`config.mk`:
```
export PLATFORM = sky130hd
export DESIGN_NAME = i2c_target_register_bank
export DESIGN_NICKNAME = d
export VERILOG_FILES = /design/src/hdl/i2ctrb_pkg.sv /design/src/hdl/i2ctrb_cfg.sv /design/src/hdl/i2ctrb_store.sv /design/src/hdl/i2ctrb_ctrl.sv /design/src/hdl/i2c_target_register_bank.sv
export SDC_FILE = /design/constraint.sdc
export NUM_CORES = 1
export LEC_CHECK = 0
export BUFFER_PORTS_ARGS = -buffer_cell sky130_fd_sc_hd__buf_2
export CAP_MARGIN = 20
export CORE_ASPECT_RATIO = 0.75
export CORE_MARGIN = 3
export CORE_UTILIZATION = 40
export CTS_CLUSTER_SIZE = 14
export DETAILED_ROUTE_END_ITERATION = 8
export SYNTH_ARGS = -nofsm -noshare
export SYNTH_HDL_FRONTEND = slang
export SYNTH_SLANG_ARGS = --single-unit
```
`constraint.sdc`:
```
create_clock -name clk -period 5.2 [get_ports clk]
set_input_delay 0.52 -clock clk [delete_from_list [all_inputs] [get_ports clk]]
set_output_delay 0.52 -clock clk [all_outputs]
set_load 0.005 [all_outputs]
```
`src/hdl/i2ctrb_pkg.sv`:
```
`timescale 1ns / 1ps
`default_nettype none

package i2ctrb_pkg;

  localparam int NUM_REGS = 32;
  localparam int PTR_W    = (NUM_REGS > 1) ? $clog2(NUM_REGS) : 1;
  localparam int OFF_W    = PTR_W + 1;
  localparam int SUM_W    = PTR_W + 2;
  localparam int LIM_W    = 6;
  localparam int CMP_W    = (SUM_W > LIM_W) ? SUM_W : LIM_W;

  localparam logic [LIM_W-1:0] RO_LIMIT_RST = 6'h10;
  localparam logic [LIM_W-1:0] WO_START_RST = 6'h18;

  localparam logic REG_RO_LIMIT = 1'b0;
  localparam logic REG_WO_START = 1'b1;

  typedef enum logic [1:0] {
    PH_IDLE,
    PH_ADDRESS,
    PH_WRITE,
    PH_READ
  } phase_t;

  typedef enum logic [2:0] {
    MODE_WR_MATCH = 3'd0,
    MODE_RD_MATCH = 3'd1,
    MODE_RX       = 3'd2,
    MODE_TX       = 3'd3,
    MODE_BUS_ERR  = 3'd4
  } mode_t;

  typedef struct packed {
    logic [LIM_W-1:0] ro_limit;
    logic [LIM_W-1:0] wo_start;
  } cfg_t;

  typedef struct packed {
    logic             en;
    logic [PTR_W-1:0] addr;
    logic [7:0]       data;
  } store_wr_t;

  typedef struct packed {
    logic       tx_valid;
    logic [7:0] tx_byte;
    logic       ack;
    logic       restart_request;
  } result_t;

endpackage

`default_nettype wire

```
`src/hdl/i2ctrb_cfg.sv`:
```
`timescale 1ns / 1ps
`default_nettype none

module i2ctrb_cfg (
  input  wire logic              clk,
  input  wire logic              rst,
  input  wire logic              psel,
  input  wire logic              penable,
  input  wire logic              pwrite,
  input  wire logic [2:0]        paddr,
  input  wire logic [31:0]       pwdata,
  output logic      [31:0]       prdata,
  output logic                   pready,
  output i2ctrb_pkg::cfg_t       cfg
);
  import i2ctrb_pkg::*;

  logic wr_en;

  assign pready = 1'b1;
  assign wr_en  = psel && penable && pwrite;

  always_ff @(posedge clk) begin
    if (rst) begin
      cfg.ro_limit <= RO_LIMIT_RST;
      cfg.wo_start <= WO_START_RST;
    end else if (wr_en) begin
      if (paddr[2] == REG_RO_LIMIT) begin
        cfg.ro_limit <= pwdata[LIM_W-1:0];
      end else begin
        cfg.wo_start <= pwdata[LIM_W-1:0];
      end
    end
  end

  always_comb begin
    if (paddr[2] == REG_WO_START) begin
      prdata = {{(32-LIM_W){1'b0}}, cfg.wo_start};
    end else begin
      prdata = {{(32-LIM_W){1'b0}}, cfg.ro_limit};
    end
  end

endmodule

`default_nettype wire

```
`src/hdl/i2ctrb_store.sv`:
```
`timescale 1ns / 1ps
`default_nettype none

module i2ctrb_store (
  input  wire logic                         clk,
  input  wire logic                         rst,
  input  wire i2ctrb_pkg::store_wr_t        wr,
  input  wire logic [i2ctrb_pkg::PTR_W-1:0] rd_addr,
  output logic      [7:0]                   rd_data
);
  import i2ctrb_pkg::*;

  logic [7:0] regs [NUM_REGS];

  always_ff @(posedge clk) begin
    if (rst) begin
      for (int i = 0; i < NUM_REGS; i++) begin
        regs[i] <= 8'(i);
      end
    end else if (wr.en) begin
      regs[wr.addr] <= wr.data;
    end
  end

  assign rd_data = regs[rd_addr];

endmodule

`default_nettype wire

```
`src/hdl/i2ctrb_ctrl.sv`:
```
`timescale 1ns / 1ps
`default_nettype none

module i2ctrb_ctrl (
  input  wire logic                         clk,
  input  wire logic                         rst,
  input  wire logic                         fire,
  input  wire logic [2:0]                   mode,
  input  wire logic [7:0]                   rx_byte,
  input  wire logic                         host_nacked,
  input  wire i2ctrb_pkg::cfg_t             cfg,
  input  wire logic [7:0]                   rd_data,
  output logic      [i2ctrb_pkg::PTR_W-1:0] rd_addr,
  output i2ctrb_pkg::store_wr_t             wr,
  output i2ctrb_pkg::result_t               res
);
  import i2ctrb_pkg::*;

  phase_t           phase, phase_next;
  logic [PTR_W-1:0] pointer, pointer_next;
  logic [OFF_W-1:0] offset, offset_next;

  logic [CMP_W-1:0] wr_idx, rd_idx, n_regs, ro_lim, wo_st;
  logic             rd_ok, wr_ok, rx_in_range;

  assign n_regs = CMP_W'(NUM_REGS);
  assign ro_lim = CMP_W'(cfg.ro_limit);
  assign wo_st  = CMP_W'(cfg.wo_start);
  assign wr_idx = CMP_W'(pointer) + CMP_W'(offset);

  always_comb begin
    if (mode == MODE_TX) begin
      rd_idx = CMP_W'(pointer) + CMP_W'(offset) + CMP_W'(1);
    end else begin
      rd_idx = CMP_W'(pointer);
    end
  end

  assign rd_ok       = (rd_idx < n_regs) && (rd_idx < wo_st);
  assign wr_ok       = (wr_idx < n_regs) && !(wr_idx < ro_lim);
  assign rx_in_range = {1'b0, rx_byte} < 9'(NUM_REGS);
  assign rd_addr     = rd_idx[PTR_W-1:0];

  always_comb begin
    phase_next   = phase;
    pointer_next = pointer;
    offset_next  = offset;
    case (mode)
      MODE_WR_MATCH: phase_next = PH_ADDRESS;
      MODE_RD_MATCH: begin
        offset_next = '0;
        phase_next  = rd_ok ? PH_READ : PH_IDLE;
      end
      MODE_RX: begin
        if (phase == PH_ADDRESS) begin
          if (rx_in_range) begin
            pointer_next = rx_byte[PTR_W-1:0];
            offset_next  = '0;
            phase_next   = PH_WRITE;
          end else begin
            phase_next = PH_IDLE;
          end
        end else if (phase == PH_WRITE) begin
          if (wr_ok) begin
            offset_next = offset + OFF_W'(1);
          end else begin
            phase_next = PH_IDLE;
          end
        end
      end
      MODE_TX: begin
        if (phase == PH_READ) begin
          if (rd_ok) begin
            offset_next = offset + OFF_W'(1);
          end else begin
            phase_next = PH_IDLE;
          end
        end
      end
      MODE_BUS_ERR: phase_next = PH_IDLE;
      default: ;
    endcase
  end

  always_comb begin
    res     = '0;
    wr.en   = 1'b0;
    wr.addr = wr_idx[PTR_W-1:0];
    wr.data = rx_byte;
    case (mode)
      MODE_WR_MATCH: res.ack = 1'b1;
      MODE_RD_MATCH, MODE_TX: begin
        if (mode == MODE_RD_MATCH || phase == PH_READ) begin
          if (rd_ok) begin
            res.tx_valid = 1'b1;
            res.tx_byte  = rd_data;
            res.ack      = 1'b1;
          end else begin
            res.restart_request = 1'b1;
          end
        end
      end
      MODE_RX: begin
        if (phase == PH_ADDRESS) begin
          res.ack             = rx_in_range;
          res.restart_request = !rx_in_range;
        end else if (phase == PH_WRITE) begin
          wr.en               = fire && wr_ok;
          res.ack             = wr_ok;
          res.restart_request = !wr_ok;
        end
      end
      MODE_BUS_ERR: begin
        res.ack             = host_nacked;
        res.restart_request = !host_nacked;
      end
      default: ;
    endcase
  end

  always_ff @(posedge clk) begin
    if (rst) begin
      phase   <= PH_IDLE;
      pointer <= '0;
      offset  <= '0;
    end else if (fire) begin
      phase   <= phase_next;
      pointer <= pointer_next;
      offset  <= offset_next;
    end
  end

endmodule

`default_nettype wire

```
`src/hdl/i2c_target_register_bank.sv`:
```
// channel  | direction | tdata (low bit up)                      | tuser
// s_*      | in        | rx_byte[7:0], host_nacked[8]            | mode[2:0]
// m_*      | out       | tx_byte[7:0], ack[8], restart_request[9] | tx_valid
// APB      | in        | read_only_limit @0x0, write_only_start @0x4
//
// A word is taken into the input register, then processed into the result
// register: one word per cycle while the output is not stalled.
// The input register drains only when the result register is free or taken.
// Reset clears the control state and reloads entry i of the store with i.
`timescale 1ns / 1ps
`default_nettype none

module i2c_target_register_bank (
  input  wire logic        clk,
  input  wire logic        rst,
  input  wire logic        s_tvalid,
  output logic             s_tready,
  input  wire logic [15:0] s_tdata,   // rx_byte[7:0], host_nacked[8]
  input  wire logic [2:0]  s_tuser,   // mode[2:0]
  output logic             m_tvalid,
  input  wire logic        m_tready,
  output logic      [15:0] m_tdata,   // tx_byte[7:0], ack[8], restart_request[9]
  output logic      [0:0]  m_tuser,   // tx_valid[0]
  input  wire logic        psel,
  input  wire logic        penable,
  input  wire logic        pwrite,
  input  wire logic [2:0]  paddr,
  input  wire logic [31:0] pwdata,
  output logic      [31:0] prdata,
  output logic             pready
);
  import i2ctrb_pkg::*;

  logic             in_vld;
  logic [2:0]       in_mode;
  logic [7:0]       in_rx;
  logic             in_nack;
  logic             fire;
  cfg_t             cfg;
  store_wr_t        wr;
  logic [PTR_W-1:0] rd_addr;
  logic [7:0]       rd_data;
  result_t          res;

  assign fire     = in_vld && (!m_tvalid || m_tready);
  assign s_tready = !in_vld || fire;

  always_ff @(posedge clk) begin
    if (rst) begin
      in_vld <= 1'b0;
    end else if (s_tready) begin
      in_vld <= s_tvalid;
    end
  end

  always_ff @(posedge clk) begin
    if (s_tready && s_tvalid) begin
      in_mode <= s_tuser;
      in_rx   <= s_tdata[7:0];
      in_nack <= s_tdata[8];
    end
  end

  always_ff @(posedge clk) begin
    if (rst) begin
      m_tvalid <= 1'b0;
    end else if (fire) begin
      m_tvalid <= 1'b1;
    end else if (m_tready) begin
      m_tvalid <= 1'b0;
    end
  end

  always_ff @(posedge clk) begin
    if (fire) begin
      m_tdata    <= {6'b0, res.restart_request, res.ack, res.tx_byte};
      m_tuser[0] <= res.tx_valid;
    end
  end

  i2ctrb_cfg u_cfg (
    .clk     (clk),
    .rst     (rst),
    .psel    (psel),
    .penable (penable),
    .pwrite  (pwrite),
    .paddr   (paddr),
    .pwdata  (pwdata),
    .prdata  (prdata),
    .pready  (pready),
    .cfg     (cfg)
  );

  i2ctrb_store u_store (
    .clk     (clk),
    .rst     (rst),
    .wr      (wr),
    .rd_addr (rd_addr),
    .rd_data (rd_data)
  );

  i2ctrb_ctrl u_ctrl (
    .clk         (clk),
    .rst         (rst),
    .fire        (fire),
    .mode        (in_mode),
    .rx_byte     (in_rx),
    .host_nacked (in_nack),
    .cfg         (cfg),
    .rd_data     (rd_data),
    .rd_addr     (rd_addr),
    .wr          (wr),
    .res         (res)
  );

endmodule

`default_nettype wire

```
# After elaboration in Yosys (flattened, before gate mapping)
# Memories as Yosys holds them, arrays and structs flattened.
# Index checks and enable logic that the tools add are counted.
word_totals:
  mem_bits_rw: 256
  ff_bits: 50
  wordCells: 103
  memories: 1
  input_bits: 61
op_classes:
  muxes: 37
  bitwise_logic: 1
  add_sub_neg: 3
  reduce_logical: 29
  n_lt_le_gt_ge: 5
  eq_ne: 14
mem_list:
  columns: ["memory", "depth", "width", "read_ports", "rd_ports_with_merged_regs", "write_ports", "line_no", "source"]
  rows:
  - ["u_store.regs", 32, 8, 1, 0, 32, "i2ctrb_store.sv:13", "logic [7:0] regs [NUM_REGS];"]
ops:
  columns: ["op", "count"]
  rows:
  - ["$mux W6", 7]
  - ["$mux W2", 10]
  - ["$pmux W6 S3", 1]
  - ["$lt A7 B6 Y1", 2]
  - ["$lt A7 B6 Y1 const B", 2]
  - ["$mux W1", 12]
  - ["$mux W10", 1]
  - ["$pmux W2 S5", 1]
  - ["$lt A8 B6 Y1 const B", 1]
  - ["$mux W8", 1]
  - ["$reduce_or A8 Y1", 1]
  - ["$add A5 B6 Y7", 1]
  - ["$add A7 B1 Y7 const B", 1]
  - ["$logic_and A1 B1 Y1", 7]
  - ["$mux W7", 1]
  - ["$reduce_and A7 Y1", 1]
  - ["$add A6 B1 Y6 const B", 1]
  - ["$eq A3 B2 Y1 const B", 2]
  - ["$logic_not A1 Y1", 6]
  - ["$ne A3 B1 Y1 const B", 2]
  - ["$reduce_and A2 Y1", 3]
  - ["$reduce_and A6 Y1", 1]
  - ["$mux W5", 1]
  - ["$reduce_bool A5 Y1", 1]
  - ["18 further kinds", 22]

# Longest topological paths before layout
# Gate-level depths: netlist (run 1).
logic_depth:
  ltp_word: 13
  depth_mapped: 19

# Modules after synthesis
# A second synthesis (run 1) with hierarchy kept.
unflattened:
  cells_unflattened: 1098
  hier_area_um2: 15267.1
modules_own_cells:
  columns: ["mod", "n_inst", "area_each_um2", "cells_each"]
  rows:
  - ["i2ctrb_store", 1, 11881.4, 742]
  - ["i2ctrb_ctrl", 1, 1725.4, 229]
  - ["i2c_target_register_bank", 1, 843.3, 40]
  - ["i2ctrb_cfg", 1, 817.0, 87]

# Least setup slack after synthesis (run 1)
# OpenSTA, ideal clock, no wires.
synth_path:
  path_kind: "reg-to-reg"
  startpoint: "reg u_ctrl.offset[0]"
  endpoint: "reg m_tdata[6] (data pin)"
  stages_incl_launch_ff: 16
  n_path_buf: 1
  arrival_time_ns: 4.557
  t_required_ns: 5.067
  setup_ns: 0.133
  slack_ns: 0.510
  cell_sequence: "dfxtp_1 -> ha_1 -> fa_1 -> ha_1 -> inv_1 -> nor2_1 -> o31ai_1 -> clkbuf_1 -> ha_1 -> a2111oi_0 -> o21a_1 -> o21ai_0 -> or4b_2 -> o31a_1 -> nor2_2 -> a32o_1"
synth_via:
  elab_chain_cells: 6
  elab_cells_between_ends: 8
  classes_between: "add/sub (2); order compare (2); mux (1); reduce/logical (2); memory (1)"
synth_rtl:
  columns: ["element", "line_no", "source"]
  rows:
  - ["start: declaration", "i2ctrb_ctrl.sv:21", "logic [OFF_W-1:0] offset, offset_next;"]
  - ["start signal: assignment", "i2ctrb_ctrl.sv:129", "offset <= offset_next;"]
  - ["$add A5 B6 Y7 (*)", "i2ctrb_ctrl.sv:33", "rd_idx = CMP_W'(pointer) + CMP_W'(offset) + CMP_W'(1);"]
  - ["$add A7 B1 Y7 (*)", "i2ctrb_ctrl.sv:33", null]
  - ["$mux W7 (*)", "i2ctrb_ctrl.sv:32", "if (mode == MODE_TX) begin"]
  - ["$lt A7 B6 Y1", "i2ctrb_ctrl.sv:39", "assign rd_ok = (rd_idx < n_regs) && (rd_idx < wo_st);"]
  - ["$logic_and A1 B1 Y1", "i2ctrb_ctrl.sv:39", null]
  - ["$reduce_and A3 Y1 (no line)", null, null]
  - ["end signal: assignment", "i2c_target_register_bank.sv:76", "m_tdata <= {6'b0, res.restart_request, res.ack, res.tx_byte};"]
  - ["end: declaration", "i2c_target_register_bank.sv:22", "output logic [15:0] m_tdata,"]
# Mark *: on every way between the ends. The rest lies on a longest branch, timed or not.
# A chain may end at the register's enable or synchronous reset.

# Worst setup path in the final report (run 1)
layout_path:
  startpoint: "reg u_ctrl.offset[0]"
  endpoint: "reg m_tdata[7] (data pin)"
# The elaborated chain is that of the path after synthesis.

==> results.yml, run 1 <==
grt:
  grtUsageTotal: 0.190
  grt_overflow_total: 0
  vias_in_the_first_global_route: 10200
  grt_max_degree: 100
  wire_length_of_the_first_global_routing_pass_um: 59900
  antenna_violations_before_repair: 0
sta:
  timing.slew.headroom: 0.330
  measured_slew_at_the_worst_slew_check_pin_ps: 1010
  report.final.hold_viol_count: 0
  setup_violations: 0
  timing.setup.tns_ps: 0
  fmaxAchievable_mhz: 206
  setup_repair_after_global_routing_missed_its_margin: "no"
  final.period_utilization: 0.935
  worst_clock_skew_ps: 12.1
  finalCriticalPeriod_ps: 4860
  report.final.slew_viol_count: 0
power:
  finalPower_mw: 5.24
  peakVddDrop_uv: 224
  p_comb_frac: 0.059
  cell_internal_pwr_mw: 4.05
  sw_frac_of_total: 0.228
  power.clock.fraction: 0.414
  seqPwrFrac: 0.527
  p_sw_mw: 1.19
  power_leakage_nw: 6.41
  pwr_density_cell_mw_per_mm2: 305
cts:
  ctsHoldBuffers: 0
  clkLatencyLatePin_ps: 570
  clock_path_buffers: 3
  clk_pin_slew_worst_paths_ps: 60
  cts_made_buffers: 31
  cts_htree_levels: 1
  clock_tree.root_cell: "sky130_fd_sc_hd__clkbuf_16"
  clock_sinks: 306
  post_cts_resized: 0
  cts_tree: "done"
  post-cts-setup-buffers: 0
setup_path:
  worstPathMaxFanout: 8
  worstSetupStartpointType: "register"
  cp-end-kind: "register"
  worst-endpoint-arrival_ps: 5300
  cp.required_ps: 5640
  crit_type: "reg -> reg"
drt:
  detail_route.drc_violations: 0
  route.antenna.remaining_nets: 0
  wirelength_um: 39300
  via_count: 10500
  drtPass1Iterations: 5
  detail_route.iter0.violations: 964
  vias_per_cell: 5.31
  routedWlPerCell_um: 19.9
synth:
  synth.area.top_cells: "sky130_fd_sc_hd__edfxtp_1 (54%), sky130_fd_sc_hd__and2_1 (8.3%), sky130_fd_sc_hd__nand2_1 (5.2%), sky130_fd_sc_hd__dfxtp_1 (3.5%), sky130_fd_sc_hd__nand2b_1 (3.4%)"
  average_footprint_of_a_synthesized_cell_um2: 10.8
  syn-instance-count: 1451
  largest_area_contributor_in_the_netlist: "sky130_fd_sc_hd__edfxtp_1"
  synth_edf_count: 279
  postSynth.topFlopCell: "sky130_fd_sc_hd__edfxtp_1"
  asyncSetResetFlopFracSynth: 0
  synth_cell_area_mm2: 0.0157
  synth_top_cell_area_share: 0.535
  postSynthRegisterBits: 306
  synth-warning-count: 0
  synth.lib_cells_used.distinct: 66
  synth_seq_area_share: 0.570
die:
  die_area_mm2: 0.0416
  initial_core_util: 0.407
  die_width_um: 234
  floorplan.rows: 62
  floorplan.die.height_um: 177
  io-pin-count: 113
  core_region_area_mm2: 0.0385
placement:
  weighted_congestion_at_the_end_of_routability_driven_global_placement: 0.862
  place.port_buffers: 44
  detailedPlacementHpwl_um: 24400
  placedInstanceArea_mm2: 0.0162
worst_hold_path:
  hp-class: "in -> reg"
cells_and_area:
  final_common_cell: "sky130_fd_sc_hd__edfxtp_1"
  drive_gt1_frac: 0.121
  area.growth.synth_to_final_pct: 9.87
  stdcell_area_mm2: 0.0172
  fin_nets: 1516
  final_cell_mix: "sky130_fd_sc_hd__edfxtp_1 (279), sky130_fd_sc_hd__nand2_1 (217), sky130_fd_sc_hd__and2_1 (207), sky130_fd_sc_hd__nand2b_1 (85), sky130_fd_sc_hd__and3_1 (58)"
  final.fill_count: 3568
status:
  run_status: "finished, final reports clean"
job:
  timing.max_cap.violations: 0
## state kept, by name, summed over array words and instances (netlist names)
| register | count |
|---|---|
| u_cfg.cfg | 12 |
| u_store.regs | 256 |
| m_tdata | 10 |
| m_tuser | 1 |
| u_ctrl.offset | 6 |
| u_ctrl.phase | 2 |
| m_tvalid | 1 |
| in_nack | 1 |
| in_vld | 1 |
| u_ctrl.pointer | 5 |
| in_mode | 3 |
| in_rx | 8 |
## final timing paths
path                    startpoint            end  slack, ps  cells after the start
setup / recovery  u_ctrl.offset[0]     m_tdata[7]        340                     14
hold / removal          s_tdata[8]        in_nack        120                      1
setup reg to reg  u_ctrl.offset[0]     m_tdata[7]        340                     14
hold reg to reg      u_cfg.cfg[11]  u_cfg.cfg[11]        500                      2
## synthesized netlist by cell type, types with 3 or more instances
library cell and number:
sky130_fd_sc_hd__a211o_1 13, sky130_fd_sc_hd__a211oi_1 35, sky130_fd_sc_hd__a21oi_1 13, sky130_fd_sc_hd__a311o_1 8, sky130_fd_sc_hd__a311oi_1 9, sky130_fd_sc_hd__a31oi_1 41, sky130_fd_sc_hd__a32o_1 8, sky130_fd_sc_hd__and2_0 4
sky130_fd_sc_hd__and2_1 207, sky130_fd_sc_hd__and3_1 58, sky130_fd_sc_hd__buf_1 7, sky130_fd_sc_hd__buf_2 6, sky130_fd_sc_hd__buf_4 33, sky130_fd_sc_hd__clkbuf_1 109, sky130_fd_sc_hd__dfxtp_1 27, sky130_fd_sc_hd__edfxtp_1 279
sky130_fd_sc_hd__ha_1 20, sky130_fd_sc_hd__inv_1 25, sky130_fd_sc_hd__mux2i_1 43, sky130_fd_sc_hd__nand2_1 217, sky130_fd_sc_hd__nand2b_1 85, sky130_fd_sc_hd__nand3_1 22, sky130_fd_sc_hd__nand3b_1 6, sky130_fd_sc_hd__nor2_1 46
sky130_fd_sc_hd__nor2b_1 4, sky130_fd_sc_hd__nor3_1 5, sky130_fd_sc_hd__nor4_1 3, sky130_fd_sc_hd__o211ai_1 12, sky130_fd_sc_hd__o21a_1 6, sky130_fd_sc_hd__o21ai_0 21, sky130_fd_sc_hd__or2_2 32, sky130_fd_sc_hd__or4_1 3
sky130_fd_sc_hd__xnor2_1 3
## metrics by stage
| step | utilization | setup WS (ps) | cells | hold slack, ps |
|---|---|---|---|---|
| final | 0.447 | 337 | 1972 | 123 |
| after global routing | 0.447 | 20.2 | 1971 | 102 |
| after CTS | 0.447 | 269 | 1971 | 95.1 |
| after detailed placement | 0.421 | 305 | 1913 | 489 |
| after global placement | 0.421 | 387 | 1913 | 476 |
| after floorplan | - | 510 | 1482 | 458 |
## layer usage
metal  GRT usage  share of wire  vias to the layer above
li1            -              -                     4982
met1       0.269           0.45                     5139
met2       0.307           0.46                      285
met3      0.0358          0.063                       56
met4      0.0377          0.020                        0
met5           0              0                        -
## worst max-delay path: stages, from the launching register on
cell and delay, ps:
sky130_fd_sc_hd__dfxtp_1 360, sky130_fd_sc_hd__ha_1 270, sky130_fd_sc_hd__fa_1 560, sky130_fd_sc_hd__xnor2_1 350, sky130_fd_sc_hd__nor2_1 110, sky130_fd_sc_hd__xnor2_1 130, sky130_fd_sc_hd__o21ai_0 610, sky130_fd_sc_hd__ha_1 360
sky130_fd_sc_hd__o21a_1 180, sky130_fd_sc_hd__o21ai_0 200, sky130_fd_sc_hd__o21ai_0 210, sky130_fd_sc_hd__or4b_2 660, sky130_fd_sc_hd__o31a_1 260, sky130_fd_sc_hd__nor2_4 270, sky130_fd_sc_hd__a32o_1 210
## kinds of logic (layout without fill, tap and decap cells)
group / Yosys count / count (layout) / share of synthesized area
xor gates and xnor gates: 5 / 5 / 0.00280
other: 2 / 34 / 0.000480
buffers and inverters: 184 / 161 / 0.0535
and+or+nand+nor: 707 / 707 / 0.242
DFF: 306 / 306 / 0.570
muxes: 45 / 45 / 0.0289
AOI/OAI and AO/OA: 181 / 181 / 0.0851
adders and majority gates: 21 / 21 / 0.0173
## layout make-up
type / instances / area, um2 / area share
sequential: 306 / 8920 / 0.519
multi-input combinational: 992 / 6080 / 0.353
clock buffer: 43 / 871 / 0.0506
tap: 512 / 641 / 0.0372
timing repair buffer: 76 / 485 / 0.0282
clock inverter: 15 / 103 / 0.00597
inverter: 27 / 101 / 0.00589
antenna: 1 / 2.50 / 0.000146
## power groups by stage
| stage | clock network, mW | logic, mW | registers [mW] |
|---|---|---|---|
| 6_report | 2.17 | 0.309 | 2.76 |
| 3_3_place_gp | 0 | 0.305 | 2.82 |
| 5_1_grt | 2.32 | 0.340 | 2.77 |
| 3_5_place_dp | 0 | 0.310 | 2.82 |
| 2_1_floorplan | 0 | 0.215 | 2.81 |
| 4_1_cts | 2.21 | 0.311 | 2.76 |
Note: power is estimated with default switching activity, not from simulation.
==> inputs of run 2 (changes only) <==
--- a/config.mk
+++ b/config.mk
@@ -12,6 +12,7 @@
 export CORE_UTILIZATION = 40
 export CTS_CLUSTER_SIZE = 14
 export DETAILED_ROUTE_END_ITERATION = 8
+export PLACE_DENSITY = 0.66
 export SYNTH_ARGS = -nofsm -noshare
 export SYNTH_HDL_FRONTEND = slang
 export SYNTH_SLANG_ARGS = --single-unit
==> run 2 against run 1 <==
  * Worst hold slack improved by 2.1 ps
  * Global-route usage decreased by 0.42 points
  * Clock power decreased by 2%
  * Sequential power about the same
  * Critical endpoint is now m_tdata[2]
  * Largest cell class unchanged
  * Largest power group unchanged
  * Highest routed layer unchanged
==> results.yml, run 2 (synthesized netlist as in run 1, its figures left out) <==
drt:
  vias_per_cell: 5.39
  detail_route.drc_violations: 0
  wirelength_um: 38400
  routedWlPerCell_um: 19.5
  drtPass1Iterations: 6
  detail_route.iter0.violations: 1201
  via_count: 10600
  route.antenna.remaining_nets: 0
cells_and_area:
  final_common_cell: "sky130_fd_sc_hd__edfxtp_1"
  fin_nets: 1515
  area.growth.synth_to_final_pct: 9.56
  drive_gt1_frac: 0.114
  stdcell_area_mm2: 0.0171
  top_regs: "u_store.regs (256), u_cfg.cfg (12), m_tdata (10)"
  number_of_flip_flops_in_the_largest_register: 256
  final_cell_mix: "sky130_fd_sc_hd__edfxtp_1 (279), sky130_fd_sc_hd__nand2_1 (217), sky130_fd_sc_hd__and2_1 (207), sky130_fd_sc_hd__nand2b_1 (85), sky130_fd_sc_hd__and3_1 (58)"
  registers.top_by_ff_count: "u_store.regs"
sta:
  report.final.hold_viol_count: 0
  timing.slew.headroom: 0.401
  report.final.slew_viol_count: 0
  timing.setup.tns_ps: 0
  final.period_utilization: 0.948
  final.setup.worst_slack_ps: 269
  measured_slew_at_the_worst_slew_check_pin_ps: 896
  worst_clock_skew_ps: 11.5
  setup_violations: 0
  setup_repair_after_global_routing_missed_its_margin: "no"
  fmaxAchievable_mhz: 203
  finalCriticalPeriod_ps: 4930
power:
  pwr_density_cell_mw_per_mm2: 303
  power_leakage_nw: 6.37
  peakVddDrop_uv: 245
die:
  die_width_um: 234
  die_area_mm2: 0.0416
  initial_core_util: 0.407
  io-pin-count: 113
  floorplan.rows: 62
  core_region_area_mm2: 0.0385
  floorplan.die.height_um: 177
setup_path:
  timing.critical_path.buf_inv: 0
  critical-path-slowest-cell: "sky130_fd_sc_hd__or4b_2"
  worst_path_dominant_cell_family: "simple AND/OR/NAND/NOR gates"
  worstSetupStartpointType: "register"
  cp-end-kind: "register"
  worst-endpoint-arrival_ps: 5370
  crit_type: "reg -> reg"
  critical_path.cell_chain: "ha_1 > fa_1 > or4_4 > a311oi_4 > nand3_1 > xor2_1 > nor2_1 > ha_1 > o21ai_0 > o21ai_0 > or4b_2 > o31a_1 > nor2_2 > a32o_1"
  worstPathMaxFanout: 8
  critical_path.max_stage_delay_ps: 680
  cp.required_ps: 5640
worst_hold_path:
  hp-class: "in -> reg"
cts:
  clock_sinks: 306
  cts_htree_levels: 1
  cts_tree: "done"
  clock_path_buffers: 3
  cts_made_buffers: 31
  clkLatencyLatePin_ps: 570
  clk_pin_slew_worst_paths_ps: 70
  clock_tree.root_cell: "sky130_fd_sc_hd__clkbuf_16"
  post-cts-setup-buffers: 0
grt:
  grtUsageTotal: 0.186
  wire_length_of_the_first_global_routing_pass_um: 58900
  antenna_violations_before_repair: 1
  grt_overflow_total: 0
  grt_max_degree: 81
  vias_in_the_first_global_route: 10100
placement:
  weighted_congestion_at_the_end_of_routability_driven_global_placement: 0.856
  dp_worst_setup_slack_ps: 308
  placedInstanceArea_mm2: 0.0162
  detailedPlacementHpwl_um: 24300
  place.port_buffers: 44
status:
  run_status: "finished, final reports clean"
job:
  timing.max_cap.violations: 0
-- run 2: cell count changes in the layout (fill, tap and decap cells not counted), sizes merged --
cell      previous run  this run
clkinv              13         7
inv                 27        28
clkinvlp             1         0
clkbuf              43        47
diode                1         2
buf                 76        75
-- run 2: stage by stage --
step	hold WS, ps	cells	total power [mW]	util
floorplan	458	1482	3.02	-
global placement	476	1912	3.12	0.421
detailed placement	486	1912	3.13	0.421
CTS	98.9	1968	5.24	0.445
global route	109	1968	5.37	0.446
finish	125	1970	5.20	0.446
-- run 2: layout make-up --
| type | count | area [um2] |
|---|---|---|
| fillers | 3568 | 21300 |
| flip-flops and latches | 306 | 8920 |
| multi-input cells | 992 | 6080 |
| clock buffers | 47 | 867 |
| well taps | 512 | 641 |
| repair buffers | 75 | 465 |
| inverters | 27 | 101 |
| clock inverters | 9 | 72.6 |
| diodes | 2 | 5.00 |
-- run 2: repair_timing --
action | 4_1_cts | 5_1_grt
setup endpoints to repair | 0 | 8
resized for setup | 0 | 3
hold buffers | 0 | 0
-- run 2: final timing paths --
check	from	to	slack (ps)	cells after the start
worst min-delay path	s_tdata[7]	in_rx[7]	130	1
worst max register to register	u_ctrl.pointer[0]	m_tdata[2]	270	14
worst min register to register	u_cfg.cfg[8]	u_cfg.cfg[8]	500	2
worst max-delay path	u_ctrl.pointer[0]	m_tdata[2]	270	14
-- run 2: metal layers --
metal	vias to the layer above	share of wire	track usage
met1	5232	0.46	0.271
li1	4975	-	-
met2	339	0.45	0.287
met5	-	0	0
met3	66	0.067	0.0313
met4	0	0.025	0.0502
-- run 2: where the power goes --
group	internal [mW]	switching (mW)	total (mW)
clock	1.19	0.932	2.13
sequential	2.74	0.0248	2.76
combinational	0.0960	0.215	0.311
==> inputs of run 3 (changes only) <==
==> constraint.sdc (replaced) <==
create_clock -name clk -period 4.8 [get_ports clk]
set_input_delay 0.48 -clock clk [delete_from_list [all_inputs] [get_ports clk]]
set_output_delay 0.48 -clock clk [all_outputs]
set_load 0.005 [all_outputs]
==> run 3 against run 2 <==
  * Global-route usage is 0.063 points higher
  * Critical endpoint is now u_store.regs[10][5]
  * Routed wire length is 0.57% lower
  * First-iteration DRC count is 24% lower
  * Clock power is 7% higher
  * Combinational power is 10% higher
  * Via count is 0.40% lower
  * Critical path depth stayed put
  * Largest power group unchanged
  * Utilization is 0.29 points higher
==> results.yml, run 3 (synthesized netlist as in run 1, its figures left out) <==
status:
  run_status: "finished, final reports clean"
sta:
  fmaxAchievable_mhz: 219
  report.final.slew_viol_count: 0
  final.setup.worst_slack_ps: 236
  timing.setup.tns_ps: 0
  measured_slew_at_the_worst_slew_check_pin_ps: 777
  report.final.hold_viol_count: 0
  final.period_utilization: 0.951
  timing.slew.headroom: 0.482
  finalCriticalPeriod_ps: 4560
  setup_violations: 0
  setup_repair_after_global_routing_missed_its_margin: "no"
  worst_clock_skew_ps: 17.2
drt:
  wirelength_um: 38200
  drtPass1Iterations: 5
  vias_per_cell: 5.34
  route.antenna.remaining_nets: 0
  detail_route.drc_violations: 0
  detail_route.iter0.violations: 910
  routedWlPerCell_um: 19.3
  via_count: 10600
placement:
  detailedPlacementHpwl_um: 24300
  place.port_buffers: 44
  dp.cells: 1923
  weighted_congestion_at_the_end_of_routability_driven_global_placement: 0.863
  placedInstanceArea_mm2: 0.0163
  dp_worst_setup_slack_ps: 54.7
cts:
  clkLatencyLatePin_ps: 570
  clock_path_buffers: 3
  cts_made_buffers: 30
  post_cts_resized: 0
  post-cts-setup-buffers: 0
  ctsHoldBuffers: 0
  clock_sinks: 306
  clock_tree.root_cell: "sky130_fd_sc_hd__clkbuf_16"
  cts_htree_levels: 1
  cts_tree: "done"
  clk_pin_slew_worst_paths_ps: 70
die:
  io-pin-count: 113
  die_area_mm2: 0.0416
  floorplan.die.height_um: 177
  floorplan.rows: 62
  die_width_um: 234
  core_region_area_mm2: 0.0385
  initial_core_util: 0.407
setup_path:
  worst-endpoint-arrival_ps: 4820
  worst_path_most_repeated_cell: "sky130_fd_sc_hd__ha_1"
  worstSetupStartpointType: "register"
  cp-end-kind: "register"
  critical_path.cell_chain: "ha_1 > fa_1 > a211oi_2 > o21a_2 > nor2_1 > buf_4 > ha_1 > nand3_1 > o31ai_1 > nand3b_1 > nor4_2 > buf_6 > and3_1 > or2_2"
  reg2reg_setup_slack_ps: 240
  critical_path.max_stage_delay_ps: 470
  worst_path_dominant_cell_family: "simple AND/OR/NAND/NOR gates"
  timing.critical_path.buf_inv: 2
  cp.required_ps: 5050
  r2r.worst_path.cells: 14
  regToRegEndpoint: "u_store.regs[10][5]"
  crit-reg2reg-launch: "u_ctrl.offset[0]"
  worstPathMaxFanout: 32
  crit_type: "reg -> reg"
  critical-path-slowest-cell: "sky130_fd_sc_hd__fa_1"
power:
  peakVddDrop_uv: 255
  power_leakage_nw: 6.44
  pwr_density_cell_mw_per_mm2: 325
worst_hold_path:
  hold_depth: 1
  endpoint_with_the_worst_hold_slack: "in_rx[7]"
  hp-class: "in -> reg"
  hp-start: "s_tdata[7]"
grt:
  grt_max_degree: 71
  vias_in_the_first_global_route: 10400
  grt_overflow_total: 0
  grtUsageTotal: 0.186
  antenna_violations_before_repair: 1
  wire_length_of_the_first_global_routing_pass_um: 59400
cells_and_area:
  stdcell_area_mm2: 0.0173
  number_of_flip_flops_in_the_largest_register: 256
  final.fill_count: 3596
  registers.top_by_ff_count: "u_store.regs"
  diodes: 0
  post-route-util: 0.449
  top_regs: "u_store.regs (256), u_cfg.cfg (12), m_tdata (10)"
  post_layout_nonfiller_instances: 1979
  final_cell_mix: "sky130_fd_sc_hd__edfxtp_1 (279), sky130_fd_sc_hd__nand2_1 (217), sky130_fd_sc_hd__and2_1 (207), sky130_fd_sc_hd__nand2b_1 (85), sky130_fd_sc_hd__and3_1 (54)"
  final_common_cell: "sky130_fd_sc_hd__edfxtp_1"
  area.growth.synth_to_final_pct: 10.3
  drive_gt1_frac: 0.130
  fin_nets: 1525
job:
  timing.max_cap.violations: 0
[run 3: metal layers]
layer | GRT usage | routed length (um) | vias up
met5 | 0 | 0 | -
met4 | 0.0481 | 971 | 0
li1 | - | - | 4999
met2 | 0.293 | 17300 | 315
met1 | 0.267 | 17400 | 5187
met3 | 0.0353 | 2500 | 69
[run 3: worst reg2reg max path: cells and delay by family (launching register included)]
kind,cells,cell delay [ps]
adder cells (fa/ha/maj),3,1030
flip-flops,1,360
AND/OR/NAND/NOR,6,1440
buffers and inverters,2,480
AO/OA/AOI/OAI,3,950
[run 3: power by group]
part | total (mW) | internal [mW] | leakage (nW) | switching [mW]
Combinational | 0.342 | 0.107 | 3.15 | 0.235
Clock | 2.28 | 1.27 | 0.464 | 1.01
Sequential | 2.99 | 2.97 | 2.83 | 0.0256
[run 3: worst max path at each step]
stage                           startpoint             endpoint  slack [ps]  depth (start not counted)
after floorplan           u_ctrl.offset[0]           m_tdata[6]         110                         15
after global placement    u_ctrl.offset[0]           m_tdata[3]          90                         16
after detailed placement  u_ctrl.offset[0]           m_tdata[2]          50                         15
after CTS                 u_ctrl.offset[0]           m_tdata[2]           5                         16
after global routing      u_ctrl.offset[0]  u_store.regs[10][3]           3                         14
final                     u_ctrl.offset[0]  u_store.regs[10][5]         240                         14
[run 3: layout make-up]
cell class,instances,area [um2],share of cell area
Clock buffer,43,841,0.0487
Sequential cell,306,8920,0.517
Multi-Input combinational cell,992,6100,0.353
Clock inverter,13,95.1,0.00551
Inverter,27,101,0.00587
Tap cell,512,641,0.0371
Timing Repair Buffer,86,564,0.0327
[run 3: per-stage QoR]
| stage | power (mW) | hold WS (ps) |
|---|---|---|
| floorplan | 3.27 | 458 |
| global placement | 3.38 | 474 |
| detailed placement | 3.39 | 487 |
| CTS | 5.66 | 55.4 |
| global route | 5.80 | 66.9 |
| finish | 5.61 | 78.0 |
